### src/hdl/wbps_pkg.sv
`timescale 1ns / 1ps
// Package for the wildcard byte pattern search: widths, register indexes,
// the cell control struct and the byte compare helpers. No dependencies.
package wbps_pkg;

    localparam int DATA_W    = 8;
    localparam int ADDR_W    = 64;
    localparam int POS_W     = 32;
    localparam int LEN_W     = 5;
    localparam int CFG_IDX_W = 3;
    localparam int CFG_DAT_W = 64;
    localparam int PAT_BYTES = 16;
    localparam int PAT_IDX_W = 4;
    localparam int PAT_W     = PAT_BYTES * DATA_W;

    typedef enum logic [CFG_IDX_W-1:0] {
        CFG_PATTERN_LENGTH = 3'd0,
        CFG_WILDCARD_BYTE  = 3'd1,
        CFG_PATTERN_LOW    = 3'd2,
        CFG_PATTERN_HIGH   = 3'd3,
        CFG_BASE_ADDRESS   = 3'd4,
        CFG_ANCHORED_MODE  = 3'd5
    } t_cfg_reg;

    // per-cell control: shift strobe, compare byte and whether the cell is in use
    typedef struct packed {
        logic              shift;
        logic              active;
        logic [DATA_W-1:0] pat;
        logic [DATA_W-1:0] wild;
    } t_cell_ctrl;

    function automatic logic [DATA_W-1:0] pattern_byte(
        input logic [PAT_W-1:0]     pattern,
        input logic [PAT_IDX_W-1:0] k
    );
        return pattern[{k, 3'b000} +: DATA_W];
    endfunction

    function automatic logic byte_matches(
        input logic [DATA_W-1:0] data,
        input logic [DATA_W-1:0] pat,
        input logic [DATA_W-1:0] wild
    );
        return (pat == wild) || (pat == data);
    endfunction

endpackage

### src/hdl/wbps_if.sv
`timescale 1ns / 1ps
// Channel interfaces: input bytes, search results and configuration writes.
// Depends on wbps_pkg.
interface wbps_in_if import wbps_pkg::*; ();
    logic              valid;
    logic              ready;
    logic [DATA_W-1:0] data_byte;
    logic              last_byte;
    modport source(output valid, output data_byte, output last_byte, input ready);
    modport sink(input valid, input data_byte, input last_byte, output ready);
endinterface

interface wbps_out_if import wbps_pkg::*; ();
    logic              valid;
    logic              ready;
    logic              found;
    logic [ADDR_W-1:0] match_address;
    modport source(output valid, output found, output match_address, input ready);
    modport sink(input valid, input found, input match_address, output ready);
endinterface

interface wbps_cfg_if import wbps_pkg::*; ();
    logic                 valid;
    logic                 ready;
    logic [CFG_IDX_W-1:0] index;
    logic [CFG_DAT_W-1:0] data;
    modport source(output valid, output index, output data, input ready);
    modport sink(input valid, input index, input data, output ready);
endinterface

### src/hdl/wildcard_byte_pattern_search.sv
`timescale 1ns / 1ps
// Wildcard byte pattern search. Takes one byte per cycle while the output is not
// stalled, with no bubbles between regions: the window is a chain of MAX_PATTERN
// cells that shift once per accepted byte and compare in parallel. The result
// of a region (found, match address) is produced in the cycle its last byte is
// accepted and appears on the output in the next cycle. The result sits in a
// registered output stage; the input stalls only
// while that result waits on a receiver that is not ready, and a result taken
// in the same cycle frees the stage for the next byte. Configuration is to be
// written only while no region is in progress. Depends on wbps_pkg, wbps_if
// and wbps_cell.
module wildcard_byte_pattern_search import wbps_pkg::*; #(
    parameter int MAX_PATTERN = 16
) (
    input  logic        i_clk,
    input  logic        i_rst_n,
    wbps_in_if.sink     i_in,
    wbps_out_if.source  o_out,
    wbps_cfg_if.sink    i_cfg
);

    localparam logic [LEN_W-1:0] MAX_LEN = LEN_W'(MAX_PATTERN);

    // configuration registers
    logic [LEN_W-1:0]  r_pattern_length;
    logic [DATA_W-1:0] r_wildcard;
    logic [PAT_W-1:0]  r_pattern;
    logic [ADDR_W-1:0] r_base_address;
    logic              r_anchored;

    // region state
    logic [POS_W-1:0]  r_position;
    logic              r_match_seen;
    logic [POS_W-1:0]  r_match_offset;
    logic              r_prefix_mismatch;

    // output stage
    logic              r_out_valid;
    logic              r_found;
    logic [ADDR_W-1:0] r_match_address;

    logic [POS_W-1:0]  n_position;
    logic              n_match_seen;
    logic [POS_W-1:0]  n_match_offset;
    logic              n_prefix_mismatch;
    logic              n_found;
    logic [ADDR_W-1:0] n_match_address;

    logic              accept;
    logic [LEN_W-1:0]  len;
    logic [POS_W-1:0]  len_ext;
    logic              all_hit;
    logic              anchor_fail;
    logic              search_hit;

    logic [DATA_W-1:0] chain [MAX_PATTERN+1];
    logic [MAX_PATTERN-1:0] hits;

    assign i_cfg.ready = 1'b1;
    assign i_in.ready  = !r_out_valid || o_out.ready;
    assign accept      = i_in.valid && i_in.ready;

    assign len     = (r_pattern_length > MAX_LEN) ? MAX_LEN : r_pattern_length;
    assign len_ext = POS_W'(len);

    assign chain[0] = i_in.data_byte;

    // cell j sees window entry j after the shift; it pairs with pattern byte len-1-j
    for (genvar j = 0; j < MAX_PATTERN; j++) begin : g_cell
        t_cell_ctrl       ctrl;
        logic [LEN_W-1:0] pidx;

        assign pidx        = len - LEN_W'(1) - LEN_W'(j);
        assign ctrl.shift  = accept;
        assign ctrl.active = LEN_W'(j) < len;
        assign ctrl.pat    = pattern_byte(r_pattern, pidx[PAT_IDX_W-1:0]);
        assign ctrl.wild   = r_wildcard;

        wbps_cell u_cell (
            .i_clk  (i_clk),
            .i_ctrl (ctrl),
            .i_byte (chain[j]),
            .o_byte (chain[j+1]),
            .o_hit  (hits[j])
        );
    end

    assign all_hit = &hits;

    always_comb begin
        n_position = (r_position == '1) ? r_position : r_position + POS_W'(1);

        anchor_fail = (r_position < len_ext) &&
                      !byte_matches(i_in.data_byte,
                                    pattern_byte(r_pattern, r_position[PAT_IDX_W-1:0]),
                                    r_wildcard);
        n_prefix_mismatch = r_prefix_mismatch || anchor_fail;

        search_hit = (len != '0) && (n_position >= len_ext) && !r_match_seen && all_hit;
        n_match_seen   = r_match_seen || search_hit;
        n_match_offset = search_hit ? (n_position - len_ext) : r_match_offset;

        if (r_anchored) begin
            n_found         = (len != '0) && !n_prefix_mismatch;
            n_match_address = r_base_address;
        end else begin
            n_found         = (len != '0) && n_match_seen;
            n_match_address = r_base_address + ADDR_W'(n_match_offset);
        end
    end

    always_ff @(posedge i_clk) begin
        if (!i_rst_n) begin
            r_pattern_length <= LEN_W'(1);
            r_wildcard       <= '0;
            r_pattern        <= '0;
            r_base_address   <= '0;
            r_anchored       <= 1'b0;
        end else if (i_cfg.valid) begin
            unique case (i_cfg.index)
                CFG_PATTERN_LENGTH: r_pattern_length <= i_cfg.data[LEN_W-1:0];
                CFG_WILDCARD_BYTE:  r_wildcard       <= i_cfg.data[DATA_W-1:0];
                CFG_PATTERN_LOW:    r_pattern[PAT_W/2-1:0]     <= i_cfg.data;
                CFG_PATTERN_HIGH:   r_pattern[PAT_W-1:PAT_W/2] <= i_cfg.data;
                CFG_BASE_ADDRESS:   r_base_address   <= i_cfg.data;
                CFG_ANCHORED_MODE:  r_anchored       <= i_cfg.data[0];
                default: ;
            endcase
        end
    end

    always_ff @(posedge i_clk) begin
        if (!i_rst_n) begin
            r_position        <= '0;
            r_match_seen      <= 1'b0;
            r_match_offset    <= '0;
            r_prefix_mismatch <= 1'b0;
        end else if (accept) begin
            if (i_in.last_byte) begin
                r_position        <= '0;
                r_match_seen      <= 1'b0;
                r_match_offset    <= '0;
                r_prefix_mismatch <= 1'b0;
            end else begin
                r_position        <= n_position;
                r_match_seen      <= n_match_seen;
                r_match_offset    <= n_match_offset;
                r_prefix_mismatch <= n_prefix_mismatch;
            end
        end
    end

    always_ff @(posedge i_clk) begin
        if (!i_rst_n) begin
            r_out_valid <= 1'b0;
        end else if (accept && i_in.last_byte) begin
            r_out_valid <= 1'b1;
        end else if (o_out.ready) begin
            r_out_valid <= 1'b0;
        end
    end

    always_ff @(posedge i_clk) begin
        if (accept && i_in.last_byte) begin
            r_found         <= n_found;
            r_match_address <= n_found ? n_match_address : '0;
        end
    end

    assign o_out.valid         = r_out_valid;
    assign o_out.found         = r_found;
    assign o_out.match_address = r_match_address;

endmodule

### src/hdl/wbps_cell.sv
`timescale 1ns / 1ps
// One window cell: holds a byte, passes it on to the next cell on each shift,
// and compares the byte it receives against its pattern byte. Uses wbps_pkg.
module wbps_cell import wbps_pkg::*; (
    input  logic              i_clk,
    input  t_cell_ctrl        i_ctrl,
    input  logic [DATA_W-1:0] i_byte,
    output logic [DATA_W-1:0] o_byte,
    output logic              o_hit
);

    logic [DATA_W-1:0] r_byte;

    always_ff @(posedge i_clk) begin
        if (i_ctrl.shift) begin
            r_byte <= i_byte;
        end
    end

    assign o_byte = r_byte;
    // idle cells beyond the pattern length never veto a match
    assign o_hit  = !i_ctrl.active || byte_matches(i_byte, i_ctrl.pat, i_ctrl.wild);

endmodule

### src/flat_wrapper.sv
// flat-port wrapper written by rule: the top's interface ports become plain ports
module wildcard_byte_pattern_search_flat import wbps_pkg::*;
#(
    parameter int MAX_PATTERN = 16
)
  (i_clk, i_rst_n, i_in_valid, i_in_data_byte, i_in_last_byte, i_in_ready, o_out_valid, o_out_found, o_out_match_address, o_out_ready, i_cfg_valid, i_cfg_index, i_cfg_data, i_cfg_ready);
  wbps_in_if i_in_i ();
  wbps_out_if o_out_i ();
  wbps_cfg_if i_cfg_i ();
  input  logic i_clk;
  input  logic i_rst_n;
  input wire logic [$bits(i_in_i.valid)-1:0] i_in_valid;
  input wire logic [$bits(i_in_i.data_byte)-1:0] i_in_data_byte;
  input wire logic [$bits(i_in_i.last_byte)-1:0] i_in_last_byte;
  output wire logic [$bits(i_in_i.ready)-1:0] i_in_ready;
  output wire logic [$bits(o_out_i.valid)-1:0] o_out_valid;
  output wire logic [$bits(o_out_i.found)-1:0] o_out_found;
  output wire logic [$bits(o_out_i.match_address)-1:0] o_out_match_address;
  input wire logic [$bits(o_out_i.ready)-1:0] o_out_ready;
  input wire logic [$bits(i_cfg_i.valid)-1:0] i_cfg_valid;
  input wire logic [$bits(i_cfg_i.index)-1:0] i_cfg_index;
  input wire logic [$bits(i_cfg_i.data)-1:0] i_cfg_data;
  output wire logic [$bits(i_cfg_i.ready)-1:0] i_cfg_ready;
  assign i_in_i.valid = i_in_valid;
  assign i_in_i.data_byte = i_in_data_byte;
  assign i_in_i.last_byte = i_in_last_byte;
  assign i_in_ready = i_in_i.ready;
  assign o_out_valid = o_out_i.valid;
  assign o_out_found = o_out_i.found;
  assign o_out_match_address = o_out_i.match_address;
  assign o_out_i.ready = o_out_ready;
  assign i_cfg_i.valid = i_cfg_valid;
  assign i_cfg_i.index = i_cfg_index;
  assign i_cfg_i.data = i_cfg_data;
  assign i_cfg_ready = i_cfg_i.ready;
  wildcard_byte_pattern_search #(.MAX_PATTERN(MAX_PATTERN)) u_core (.i_clk(i_clk), .i_rst_n(i_rst_n), .i_in(i_in_i), .o_out(o_out_i), .i_cfg(i_cfg_i));
endmodule
### config.mk
export PLATFORM = sky130hd
export DESIGN_NAME = wildcard_byte_pattern_search_flat
export DESIGN_NICKNAME = d
export VERILOG_FILES = /design/src/hdl/wbps_pkg.sv /design/src/hdl/wbps_if.sv /design/src/hdl/wildcard_byte_pattern_search.sv /design/src/hdl/wbps_cell.sv /design/src/flat_wrapper.sv
export SDC_FILE = /design/constraint.sdc
export NUM_CORES = 2
export LEC_CHECK = 0
export ABC_CLOCK_PERIOD_IN_PS = 12800
export BUFFER_PORTS_ARGS = -buffer_cell sky130_fd_sc_hd__buf_2
export CORE_ASPECT_RATIO = 1.2
export CORE_MARGIN = 2
export CORE_UTILIZATION = 56
export DETAILED_ROUTE_END_ITERATION = 12
export HOLD_SLACK_MARGIN = 0.03
export PLACE_DENSITY = 0.73
export RECOVER_POWER = 50
export SKIP_CTS_REPAIR_TIMING = 1
export SYNTH_ARGS = -nofsm -noshare
export SYNTH_HDL_FRONTEND = slang
export SYNTH_SLANG_ARGS = --single-unit
export TNS_END_PERCENT = 50
### constraint.sdc
create_clock -name i_clk -period 12.8 [get_ports i_clk]
set_input_delay 2.56 -clock i_clk [delete_from_list [all_inputs] [get_ports i_clk]]
set_output_delay 2.56 -clock i_clk [all_outputs]
set_load 0.01 [all_outputs]
## Yosys cells after proc, flatten, opt, wreduce, memory -nomap -nowiden

Cells that the tools add are included.

- Flip-flop bits (word level): 458
- Input bits: 81
- Output and inout bits: 68
- Logic and storage cells: 208

- $add $sub $neg: 19
- Magnitude comparators: 19
- Eq/ne operators: 40
- Shifts and indexed selects: 17
- Muxes and demuxes: 11
- Reductions and logical operators: 74

Operators with widths:

| operator | number |
|---|---|
| 128-bit by 8-bit indexed part select with 8-bit output | 17 |
| 8-bit == test | 34 |
| 32-bit two-way mux | 4 |
| 64-bit by 32-bit adder with 64-bit output | 1 |
| 64-bit two-way mux | 1 |
| 4-bit by 5-bit < comparator with 1-bit output (first input constant) | 8 |
| 1-bit logical OR | 36 |
| 32-bit by 1-bit adder with 32-bit output (second input constant) | 1 |
| 32-bit == test (second input constant) | 1 |
| 32-bit by 5-bit greater-or-equal comparator with 1-bit output | 1 |
| 32-bit by 5-bit < comparator with 1-bit output | 1 |
| 32-bit by 5-bit subtractor with 32-bit output | 1 |
| 4-bit subtractor (second input constant) | 8 |
| 1-bit logical NOT | 20 |
| 3-bit by 5-bit < comparator with 1-bit output (first input constant) | 4 |
| 16-bit AND reduction | 1 |
| 4-bit by 3-bit subtractor with 4-bit output (second input constant) | 4 |
| 2-bit AND reduction | 6 |
| 1-bit by 5-bit < comparator with 1-bit output (first input constant) | 2 |
| 2-bit by 5-bit < comparator with 1-bit output (first input constant) | 2 |
| 1-bit logical AND | 8 |
| 4-bit by 1-bit subtractor with 4-bit output (second input constant) | 2 |
| 4-bit by 2-bit subtractor with 4-bit output (second input constant) | 2 |
| 3-bit by 2-bit == test with 1-bit output (second input constant) | 2 |
| other kinds (8) | 13 |

## Logic depth before layout (Yosys ltp)

- Depth after elaboration: 13
- Gate-level depth with buffers: 41
- Depth with buffers taken out: 33

## Modules after synthesis

A second synthesis with hierarchy kept.

- Cell total of the unflattened synthesis: 3336
- Area, all modules: 31397.6 sq um

Modules (own cells, without submodules):

| module | instances | cells each | area an instance (sq um) | sequential area each (sq um) |
|---|---|---|---|---|
| wildcard_byte_pattern_search | 1 | 2856 | 24651.1 | 7417.1 |
| wbps_cell | 16 | 30 | 421.7 | 240.2 |

## Worst setup path before layout

No wires, ideal clock.

- Kind: register to register
- Start: reg u_core.r_pattern_length[0]
- End: reg u_core.r_match_address[47], in the netlist u_core.o_out.match_address[47], data pin
- Setup time: 0.257 ns
- Data arrival time: 8.899 ns
- Required time: 12.543 ns
- Path slack: 3.645 ns
- Stages on the path, launching flop included: 38
- Path buffers: 10
- Period minus slack after synthesis: 9.155 ns
- Path through: dfxtp_1 > buf_2 > nand2b_1 > buf_2 > buf_2 > buf_2 > buf_2 > buf_1 > ha_1 > inv_1 > xnor2_1 > mux4_2 > mux4_2 > xnor2_1 > nand3_1 > o31ai_1 > a31oi_1 > a2111oi_0 > [... 2 more ...] > and2_1 > buf_4 > buf_6 > mux2_2 > ha_1 > a21o_1 > a21o_1 > a211oi_1 > o21ai_0 > a221oi_1 > o21ai_0 > o31a_1 > o41ai_1 > clkbuf_1 > nor3_1 > xor2_1 > nand2_1 > nor2_1

- Word-level cells in the longest chain between the ends: 13
- Elaborated cells between the ends (all ways): 148
- Those cells by class: 18 x add/sub; 19 x order compare; 32 x eq/ne; 16 x shift; 4 x mux; 59 x reduce/logical

Ends and longest elaborated chain:

| item | RTL line | source |
|---|---|---|
| start, declared | wildcard_byte_pattern_search.sv:25 | `logic [LEN_W-1:0] r_pattern_length;` |
| start signal, assigned | wildcard_byte_pattern_search.sv:121 | `CFG_PATTERN_LENGTH: r_pattern_length <= i_cfg.data[LEN_W-1:0];` |
| 5-bit greater-than comparator | wildcard_byte_pattern_search.sv:63 | `assign len = (r_pattern_length > MAX_LEN) ? MAX_LEN : r_pattern_length;` |
| 5-bit two-way mux (*) | wildcard_byte_pattern_search.sv:63 |  |
| 4-bit by 1-bit subtractor with 4-bit output | wildcard_byte_pattern_search.sv:73 | `assign pidx = len - LEN_W'(1) - LEN_W'(j);` |
| 4-bit subtractor, or another cell as far along | wildcard_byte_pattern_search.sv:73 |  |
| 128-bit by 8-bit indexed part select with 8-bit output | wbps_pkg.sv:37 | `return pattern[{k, 3'b000} +: DATA_W];` |
| 8-bit == test | wbps_pkg.sv:45 | `return (pat == wild) \|\| (pat == data);` |
| 1-bit logical OR | wbps_pkg.sv:45 |  |
| 1-bit logical OR | wbps_cell.sv:22 | `assign o_hit = !i_ctrl.active \|\| byte_matches(i_byte, i_ctrl.pat, i_ctrl.wild);` |
| 16-bit AND reduction | wildcard_byte_pattern_search.sv:88 | `assign all_hit = &hits;` |
| 1-bit logical AND | wildcard_byte_pattern_search.sv:99 | `search_hit = (len != '0) && (n_position >= len_ext) && !r_match_seen && all_hit;` |
| 32-bit two-way mux / 1-bit logical OR (equally long branches) | wildcard_byte_pattern_search.sv:101, wildcard_byte_pattern_search.sv:100 |  |
| 64-bit by 32-bit adder with 64-bit output / 1-bit logical AND (equally long branches) | wildcard_byte_pattern_search.sv:108, wildcard_byte_pattern_search.sv:107 |  |
| 64-bit two-way mux / 1-bit two-way mux (equally long branches) | wildcard_byte_pattern_search.sv:103 | `if (r_anchored) begin` |
| end signal, assigned | wildcard_byte_pattern_search.sv:166 | `r_match_address <= n_found ? n_match_address : '0;` |
| end, declared | wildcard_byte_pattern_search.sv:40 | `logic [ADDR_W-1:0] r_match_address;` |

Every way passes the cells marked *; elsewhere a longest branch is shown, timed or not.
A chain may end at the register's enable or synchronous reset.

## Final worst setup path

- Start: reg u_core.r_pattern_length[4]
- End: reg u_core.r_match_address[53], in the netlist u_core.o_out.match_address[53], data pin

Same word-level chain as after synthesis.

==> metrics.yaml <==
num_vias: 31600
r2r-start: "u_core.r_pattern_length[4]"
powerDensity_nw_per_um2: 108
drc: 0
path_class: "flip-flop to flip-flop"
post_drt_wl_per_cell_um: 31.0
status: "finished with violations"
ys_types: 86
clkLatencyLatePin_ns: 0.63
critical_path_buf_inv_count: 4
slew_violations: 244
num-fill-cells: 5507
grt_pass1_vias: 29700
cts_sinks: 458
final_area_um2: 37600
hp-start: "u_core.g_cell[1].u_cell.o_byte[6]"
fmax_mhz: 94.8
synth_xor_area_share_pct: 9.86
power_mw: 4.08
crit_required_ns: 13.15
maxCapViolCount: 2
final.setup_skew_ns: 0.0378
grt_overflow: 0
placementRows: 100
path_common_cell: "buf_4"
hold_class: "flip-flop to flip-flop"
multi_input_comb_area_um2: 22400
min_delay_worst_endpoint: "u_core.g_cell[2].u_cell.o_byte[6]"
seqPwrFrac_pct: 40.9
swShare_pct: 31.7
via_per_inst: 6.90
final_cell_mix: "nand2_1 (594), mux2i_1 (287), dfxtp_1 (268)"
fin_ws_ns: 2.25
violations: "max-capacitance violations, max-slew violations"
setup_viol: 0
synth_seq_area_share_pct: 31.6
synth_area_leader_cell: "edfxtp_1"
tightest_slew_ns: 5.42
dpl-instance-area_um2: 36000
fin_crit_sh_pct: 82.4
r2r-end: "u_core.o_out.match_address[53]"
finalHoldViolCount: 0
firstDrtPassIters: 6
syn-num-nets: 3880
instances_no_fill: 4582
drtIter0Drc: 3819
hold_slack_ns: 0.469
gp_congestion: 1.09
syn_area_um2: 34800
clk_pin_slew_ns: 0.07
area_growth_pct: 7.99
root_buffer: "clkbuf_16"
cp_slowest_cell: "a311oi_1"
end_kind: "flip-flop"
synth_top_family_by_area: "multiplexers"
die-area_um2: 64200
reg2reg_slack_ns: 2.25
critPathMaxFanout: 61
final_common_cell: "nand2_1"
synthFlopType: "dfxtp_1"
start_util_pct: 56.4
max_slew_margin_pct: -262
post-place-ws_ns: 2.71
nets: 3849
portBuffers: 147
p_comb_share_pct: 22.2
synth_compound_area_share_pct: 15.8
htreeDepth: 2
worst_ir_drop_vdd_mv: 0.131
antenna_left: 0
antenna_found_initial: 6
dieHeight_um: 277
yosys_warnings: 0
syn_area_per_cell_um2: 9.29
ys_ff_latch: 458
core-area_um2: 61800
hold_path_depth: 0
grt_pass1_wl_um: 207000
cts_buffers: 49
grt_usage_pct: 44.1
synthCells: 3752
muxShareOfSynthArea_pct: 20.3
fin_crit_ns: 10.55
cts_tree: "done"
synthSimpleGateAreaFrac_pct: 16.3
p_switching_mw: 1.29
synth-edff-count: 185
synth_top_area_share_pct: 15.9
hpwl_um: 105000
critPathTopFamily: "compound AO/OA/AOI/OAI gates"
final-seq-area_um2: 11000
p_int_mw: 2.78
power_frac_clock_pct: 37.0
synthTopCellsByArea: "edfxtp_1 (16%), dfxtp_1 (16%), mux4_2 (9.8%)"
startpoint_type: "flip-flop"
finalSetupTns_ns: 0
die_w_um: 232
synth_adder_area_share_pct: 1.73
slowest_delay_ns: 1.05
final_core_util_pct: 60.9
rr_worst_depth: 30
wl_um: 142000
pin_count: 149
worst_ep_arrival_time_ns: 10.90
final_layout_size_suffix_gt1_share_pct: 13.6
grt_max_degree: 147
rsz0062_at_grt: "false"
total_leakage_power_nw: 13.8
async_flop_share_pct: 0
dpl.cell_count: 4484
cts_buffer_depth: 3
==> layout make-up <==
| cell class | count | area share (%) |
|---|---|---|
| repair buffers | 227 | 3.35 |
| diodes | 5 | 0.0333 |
| multi-input cells | 2935 | 59.6 |
| flip-flops and latches | 458 | 29.3 |
| clock inverters | 24 | 0.682 |
| clock buffers | 67 | 3.83 |
| well taps | 816 | 2.71 |
| inverters | 50 | 0.512 |
==> flip-flops by register name, indices dropped and copies added, names as in the netlist, 5 cells and up <==
name / count
u_core.r_pattern: 128
u_core.g_cell.u_cell.o_byte: 120
u_core.r_position: 32
u_core.r_match_offset: 32
u_core.r_wildcard: 8
u_core.o_out.match_address: 64
u_core.r_base_address: 64
u_core.r_pattern_length: 5
==> routing by layer <==
layer / GRT usage (%) / up-vias / share of wire [%]
met3: 13.4 / 703 / 10
li1: - / 13700 / -
met4: 36.4 / 8 / 11
met5: 1.30 / - / 0.032
met1: 51.7 / 15300 / 35
met2: 66.1 / 1967 / 43
==> cells in the mapped netlist (12+ instances only) <==
library cell,count
buf_4,14
nor3b_1,37
nand3_1,60
clkbuf_1,198
a22oi_1,36
mux2i_1,288
xnor2_1,236
o21ai_0,106
mux2_2,67
o211ai_1,17
buf_1,25
ha_1,45
edfxtp_1,185
and3_1,27
and3b_1,13
dfxtp_1,273
xor2_1,141
o221ai_1,12
nand2b_1,19
nor3_1,78
inv_1,41
o22ai_1,31
a21oi_1,105
nand4_1,36
or3_1,12
a31oi_1,25
nor4_1,44
mux4_2,152
a21boi_0,217
a21o_1,31
a211oi_1,32
a22o_1,41
o21a_1,16
nor2_1,172
and2_1,21
nand2_1,596
buf_2,66
nor2b_1,47
==> worst max-delay path by stage <==
| stage | start | to | cells past startpoint |
|---|---|---|---|
| detailed placement | u_core.r_pattern_length[4] | u_core.o_out.match_address[56] | 31 |
| CTS | u_core.r_pattern_length[4] | u_core.o_out.match_address[61] | 31 |
| global route | u_core.r_position[0] | u_core.o_out.match_address[56] | 35 |
| floorplan | u_core.r_pattern_length[0] | u_core.o_out.match_address[47] | 37 |
| global placement | u_core.r_pattern_length[4] | u_core.o_out.match_address[63] | 31 |
| finish | u_core.r_pattern_length[4] | u_core.o_out.match_address[53] | 30 |
==> power by group through the flow <==
stage | sequential, mW | clock [mW] | combinational, mW
finish | 1.67 | 1.51 | 0.903
global route | 1.67 | 1.57 | 0.954
CTS | 1.66 | 1.52 | 0.877
detailed placement | 1.69 | 0 | 0.874
global placement | 1.69 | 0 | 0.870
floorplan | 1.65 | 0 | 0.630
==> cells by family (layout without fill, tap and decap cells) <==
family,Yosys count,after routing
flops,458,458
xor+xnor,384,384
buf+inv,359,368
fa+ha+maj,47,47
simple gates,1212,1212
other cells,1,6
mux,508,508
compound gates,783,783
==> worst reg2reg max path, delay by kind of cell (launching register included) <==
family / cells / cell delay, ns
AOI/OAI and AO/OA: 12 / 4.34
and+or+nand+nor: 8 / 2.00
buffers and inverters: 4 / 1.17
adders and majority gates: 2 / 1.13
xor gates and xnor gates: 3 / 0.92
muxes: 1 / 0.38
DFF: 1 / 0.33
Note: power is estimated with default switching activity, not from simulation.
